**config.mk**
```make
export PLATFORM = sky130hd
export DESIGN_NAME = rqm_cell
export DESIGN_NICKNAME = d
export VERILOG_FILES = /design/src/rtl/core/rqm_pkg.sv /design/src/rtl/core/rqm_cell.sv
export SDC_FILE = /design/constraint.sdc
export NUM_CORES = 1
export LEC_CHECK = 0
export BUFFER_PORTS_ARGS = -buffer_cell sky130_fd_sc_hd__buf_2
export CAP_MARGIN = 20
export CORE_AREA = 2 2 139 141
export DETAILED_ROUTE_END_ITERATION = 10
export DIE_AREA = 0 0 141 143
export PLACE_DENSITY = 0.6
export SLEW_MARGIN = 5
export SYNTH_ARGS = -nofsm -noshare
export SYNTH_HDL_FRONTEND = slang
export SYNTH_SLANG_ARGS = --single-unit
```
**constraint.sdc**
```tcl
create_clock -name clk -period 3.19 [get_ports clk]
set_input_delay 0.4785 -clock clk [delete_from_list [all_inputs] [get_ports clk]]
set_output_delay 0.4785 -clock clk [all_outputs]
set_load 0.01 [all_outputs]
```
**src/rtl/core/rqm_pkg.sv**
```systemverilog
// Shared types and codes for the ring queue with id mark.
// Used by rqm_cell and ring_queue_with_id_mark_core; no dependencies.
package rqm_pkg;

  localparam int ID_W  = 16;
  localparam int PAY_W = 64;

  // Operation codes carried on in_mode
  typedef enum logic [1:0] {
    MODE_PUSH = 2'd0,
    MODE_POP  = 2'd1,
    MODE_MARK = 2'd2,
    MODE_LIST = 2'd3
  } mode_t;

  // Result status codes
  typedef enum logic [1:0] {
    ST_OK       = 2'd0,
    ST_FULL     = 2'd1,
    ST_EMPTY    = 2'd2,
    ST_NOTFOUND = 2'd3
  } status_t;

  // Top-level sequencer states
  typedef enum logic [1:0] {
    S_IDLE,
    S_REPLY,
    S_MARK,
    S_LIST
  } state_t;

  // One stored queue entry
  typedef struct packed {
    logic [ID_W-1:0]  id;
    logic [PAY_W-1:0] payload;
    logic             done;
  } entry_t;

  // Control broadcast from the sequencer to every cell
  typedef struct packed {
    logic            push;       // cell at the tail slot loads the write word
    logic            shift;      // every cell takes its upper neighbor (pop)
    logic            rotate;     // shift, the newest valid cell takes the front
    logic            tok_start;  // search token starts at cell 0
    logic            tok_step;   // search token moves one cell up
    logic            tok_clear;  // search token removed
    logic            mark_en;    // cell holding the token may set its done flag
    logic [ID_W-1:0] key;        // id searched on mark
  } cell_ctl_t;

endpackage

```
**src/rtl/core/rqm_cell.sv**
```systemverilog
// One slot of the queue chain: entry storage, neighbor shift and search token.
// Depends on rqm_pkg.
module rqm_cell #(
  parameter int DEPTH = 64,
  parameter int IDX   = 0
) (
  input  logic                         clk,
  input  logic                         rst_n,
  input  rqm_pkg::cell_ctl_t           ctl,
  input  logic [$clog2(DEPTH+1)-1:0]   cnt,
  input  rqm_pkg::entry_t              wr_ent,
  input  rqm_pkg::entry_t              nbr_ent,
  input  rqm_pkg::entry_t              front_ent,
  input  logic                         tok_in,
  output rqm_pkg::entry_t              ent_o,
  output logic                         tok_o,
  output logic                         hit_o,
  output logic                         end_o
);
  import rqm_pkg::*;

  localparam int CNT_W = $clog2(DEPTH+1);
  localparam logic [CNT_W-1:0] POS     = CNT_W'(IDX);
  localparam logic [CNT_W-1:0] POS_END = CNT_W'(IDX + 1);

  entry_t ent_r, ent_nxt;
  logic   tok_r, tok_nxt;
  logic   is_tail, is_end, match;

  assign is_tail = (cnt == POS);
  assign is_end  = (cnt == POS_END);
  assign match   = tok_r && (ent_r.id == ctl.key);

  // entry update: push, pop shift, list rotation or done mark
  always_comb begin
    ent_nxt = ent_r;
    if (ctl.push && is_tail) begin
      ent_nxt = wr_ent;
    end else if (ctl.shift) begin
      ent_nxt = nbr_ent;
    end else if (ctl.rotate) begin
      ent_nxt = is_end ? front_ent : nbr_ent;
    end else if (ctl.mark_en && match) begin
      ent_nxt.done = 1'b1;
    end
  end

  // search token
  always_comb begin
    tok_nxt = tok_r;
    if (ctl.tok_clear) begin
      tok_nxt = 1'b0;
    end else if (ctl.tok_start) begin
      tok_nxt = (POS == '0);
    end else if (ctl.tok_step) begin
      tok_nxt = tok_in;
    end
  end

  always_ff @(posedge clk) begin
    ent_r <= ent_nxt;
  end

  always_ff @(posedge clk) begin
    if (!rst_n) begin
      tok_r <= 1'b0;
    end else begin
      tok_r <= tok_nxt;
    end
  end

  assign ent_o = ent_r;
  assign tok_o = tok_r;
  assign hit_o = match;
  assign end_o = tok_r && is_end;

endmodule

```
== After elaboration in Yosys (flattened, before gate mapping) ==
Cells that the tools add are included.

* Equality and inequality tests: 2
* Muxes and demuxes: 8
* Bitwise logic cells: 1
* Reduce and logical (&&, ||, !) cells: 9

{| class="wikitable"
|+ Operators with widths
! operator !! count
|-
| 81-bit 2-to-1 mux || 3
|-
| 80-bit 2-to-1 mux || 1
|-
| 16-bit equality test || 1
|-
| 7-bit by 1-bit equality test with 1-bit output, second input constant || 1
|-
| 7-bit logical NOT || 1
|-
| 1-bit logical AND || 4
|-
| 1-bit 2-to-1 mux || 4
|-
| 4-bit nonzero test || 1
|-
| 3-bit nonzero test || 1
|-
| 2-bit nonzero test || 1
|-
| 2-bit OR reduction || 1
|-
| 1-bit NOT || 1
|}

* Register bits: 82
* Output and inout bits: 84
* Logic and storage cells: 24

== Logic depth before layout (Yosys ltp) ==
* Depth after elaboration: 7
* Gate-level depth with buffers: 6
* Gate-level depth less buffers: 4

== Worst setup path after synthesis ==
No wires, ideal clock.

* Kind: input port to flip-flop
* Start point: in cnt[5]
* End point: reg ent_r (netlist bit ent_o[10]), enable pin
* Library setup time: 0.434 ns
* Arrival time: 2.923 ns
* Data required time: 2.756 ns
* Setup slack: -0.167 ns
* Cell stages on the path: 6
* Buffers on the path: 2
* Cell sequence: nor4_2 > nand4b_1 > buf_2 > buf_2 > and2_1 > inv_1

* Word-level cells in the longest chain between the ends: 3

{| class="wikitable"
|+ RTL lines
! what !! RTL line !! text
|-
| start: declaration || rqm_cell.sv:10 || <nowiki>input logic [$clog2(DEPTH+1)-1:0] cnt,</nowiki>
|-
| 7-bit logical NOT || rqm_cell.sv:30 || <nowiki>assign is_tail = (cnt == POS);</nowiki>
|-
| 1-bit logical AND || rqm_cell.sv:37 || <nowiki>if (ctl.push && is_tail) begin</nowiki>
|-
| 3-bit nonzero test (no line) || - ||
|-
| end signal: assignment || rqm_cell.sv:61 || <nowiki>ent_r <= ent_nxt;</nowiki>
|-
| end: declaration || rqm_cell.sv:26 || <nowiki>entry_t ent_r, ent_nxt;</nowiki>
|}

Every way passes these cells.
A chain may end at the register's enable or synchronous reset.

== Worst setup path in the final report ==
* Start point: reg ent_r (netlist bit ent_o[80])
* End point: out hit_o

* Word-level cells in the longest chain between the ends: 2

{| class="wikitable"
|+ RTL lines
! what !! RTL line !! text
|-
| 16-bit equality test || rqm_cell.sv:32 || <nowiki>assign match = tok_r && (ent_r.id == ctl.key);</nowiki>
|-
| 1-bit logical AND || rqm_cell.sv:32 ||
|-
| end: declaration || rqm_cell.sv:17 || <nowiki>output logic hit_o,</nowiki>
|}

Every way passes these cells.

==> out/metrics.cfg <==
[synthesis]
synth_area_um2 = 4400
seq_area_frac_synth_pct = 55.7
syn-num-nets = 667
syn_avg_cell_area_um2 = 11.3
ys_ff_latch = 82
synthDominantCellAreaShare_pct = 55.3
syn_inst = 391
netlist-cell-type-count = 30
yosysTopAreaCell = edfxtp_1
yosysWarnings = 0
synthTopCellsByArea = edfxtp_1 55%, mux2i_1 18%, a21oi_1 9.1%, nor2_1 7.0%, xnor2_1 1.8%

[place]
port_buffers = 359
post_dp_cell_area_um2 = 6400
gp_congestion = 0.824
place_hpwl_um = 11300

[timing]
fmax_mhz = 401
slew_violations = 0
hold_violations = 0
post-route-min-period_ns = 2.49
holdWs_ns = 0.296
report.final.setup_viol = 0
skew_ns = 0.00489
worstMarginPinSlew_ns = 0.810
min_period_over_period_pct = 78.2
relSlewSlack_pct = 46.0
rsz0062_at_grt = no
finalSetupTns_ns = 0

[floorplan]
die_area_um2 = 20200
core_um2 = 18600
dieWidth_um = 141
start_util_pct = 23.7
rows = 50
ios = 360
die_y_um = 143

[clock_tree]
cts_resized = 0
cts.sinks = 82
cts_tree = built
numCtsBuffers = 9
cts_hold_buf = 0
htree_num_levels = 3
clkLatencyLatePin_ns = 0.34
path_clk_slew_ns = 0.06
cts-root-buf = clkbuf_16
clockBufferDepth = 2
post_cts_buffers = 0

[worst_setup_path]
critPathCaptureType = output port
start_kind = flip-flop
crit_type = reg2out
required_ns = 2.71
arrival_ns = 2.02
path_max_fanout = 2
reg2reg_depth = 4

[run]
maxCapViolCount = 0

[power]
ir_drop_mv = 0.221
p_leak_nw = 3.66
combPwrFrac_pct = 15.4
internal_power_mw = 2.33
p_sw_uw = 672
p_sw_share_pct = 22.4
p_seq_share_pct = 44.4
pwr_density_cell_nw_per_um2 = 445
pwr-share-clk_pct = 40.2

[detailed_routing]
ant_nets = 0
vias_per_cell = 4.30
vias = 4206
drtIter0Drc = 115
drt_pass1_iterations = 4
routedWlPerCell_um = 14.4
finalWirelength_um = 14100
drc = 0

[grt]
grt_max_degree = 163
grt_pass1_vias = 3994
antenna_found_initial = 1
grtUsageTotal_pct = 13.3
gr-total-overflow = 0
grt_first_pass_wirelength_um = 20200

[layout]
layout_commonest_cell = buf_2
mostFrequentLayoutCells = 359 x buf_2, 82 x nor2_1, 81 x edfxtp_1
finalNetCount = 1015
fin_util_pct = 36.3
stdcell_area_um2 = 6750
drive_gt1_share_pct = 51.2
area_delta_synth_final_pct = 53.3

[hold_path]
hold_depth = 2
min_path_type = in2reg

[outcome]
outcome = finished, final reports clean

## synthesized netlist by cell type (all sizes together)
library cell	instances
o21ai	2
mux2i	80
nor2b	1
and4	1
nand3	1
xor2	4
clkbuf	9
buf	18
a211oi	1
nor4	2
and2	1
o22ai	1
nand2	2
edfxtp	81
or4	1
nor3	1
xnor2	9
o31ai	1
nand4	2
nor3b	1
nand4b	2
mux2	1
o22a	1
a21oi	80
nor2	82
dfxtp	1
a222oi	1
inv	4
## power by group through the flow
stage | Combinational [mW] | Clock [mW] | Sequential, mW
CTS | 0.474 | 1.26 | 1.34
detailed placement | 0.473 | 0 | 1.36
finish | 0.464 | 1.21 | 1.33
global placement | 0.469 | 0 | 1.36
floorplan | 0.112 | 0 | 1.41
global route | 0.508 | 1.30 | 1.34
## kinds of logic after synthesis
logic type | synth area share, %
compound gates | 10.2
simple gates | 9.32
buf+inv | 3.61
flops | 55.7
xor+xnor | 2.59
mux | 18.5
## flip-flops by register name (all words and copies together), names as in the netlist
register,count
ent_o,81
tok_o,1
## stage by stage
stage               cells  setup slack [ns]  power (mW)
global route          978             0.582        3.16
CTS                   978             0.676        3.07
global placement      962             0.870        1.83
floorplan             391             0.508        1.52
detailed placement    962             0.890        1.83
finish                979             0.696        3.01
## worst paths after layout
kind / from / to / slack [ns]
setup / recovery: ent_o[80] / hit_o / 0.70
hold / removal: ctl[17] / tok_o / 0.30
setup reg to reg: ent_o[80] / ent_o[0] / 1.20
hold reg to reg: ent_o[68] / ent_o[0] / 0.80
## cell type report
type / count / area (µm²)
Sequential cell: 82 / 2450
Antenna cell: 1 / 2.50
Tap cell: 234 / 293
Inverter: 4 / 18.8
Multi-Input combinational cell: 278 / 1790
Clock buffer: 12 / 246
Timing Repair Buffer: 364 / 1850
Clock inverter: 4 / 98.8
Fill cell: 1908 / 11800
## critical path: stages (launching register included)
cell	delay [ns]
edfxtp_1	0.42
xnor2_1	0.29
nand2_1	0.08
or4_1	0.52
nor3_1	0.21
buf_2	0.16
## routing by layer
layer / track usage [%] / wire (µm) / vias up
met3: 4.39 / 1390 / 17
met4: 4.95 / 309 / 0
met2: 24.9 / 7160 / 244
li1: - / - / 2136
met5: 0 / 0 / -
met1: 13.8 / 5290 / 1809
No activity file was read; power rests on OpenSTA's default activity.
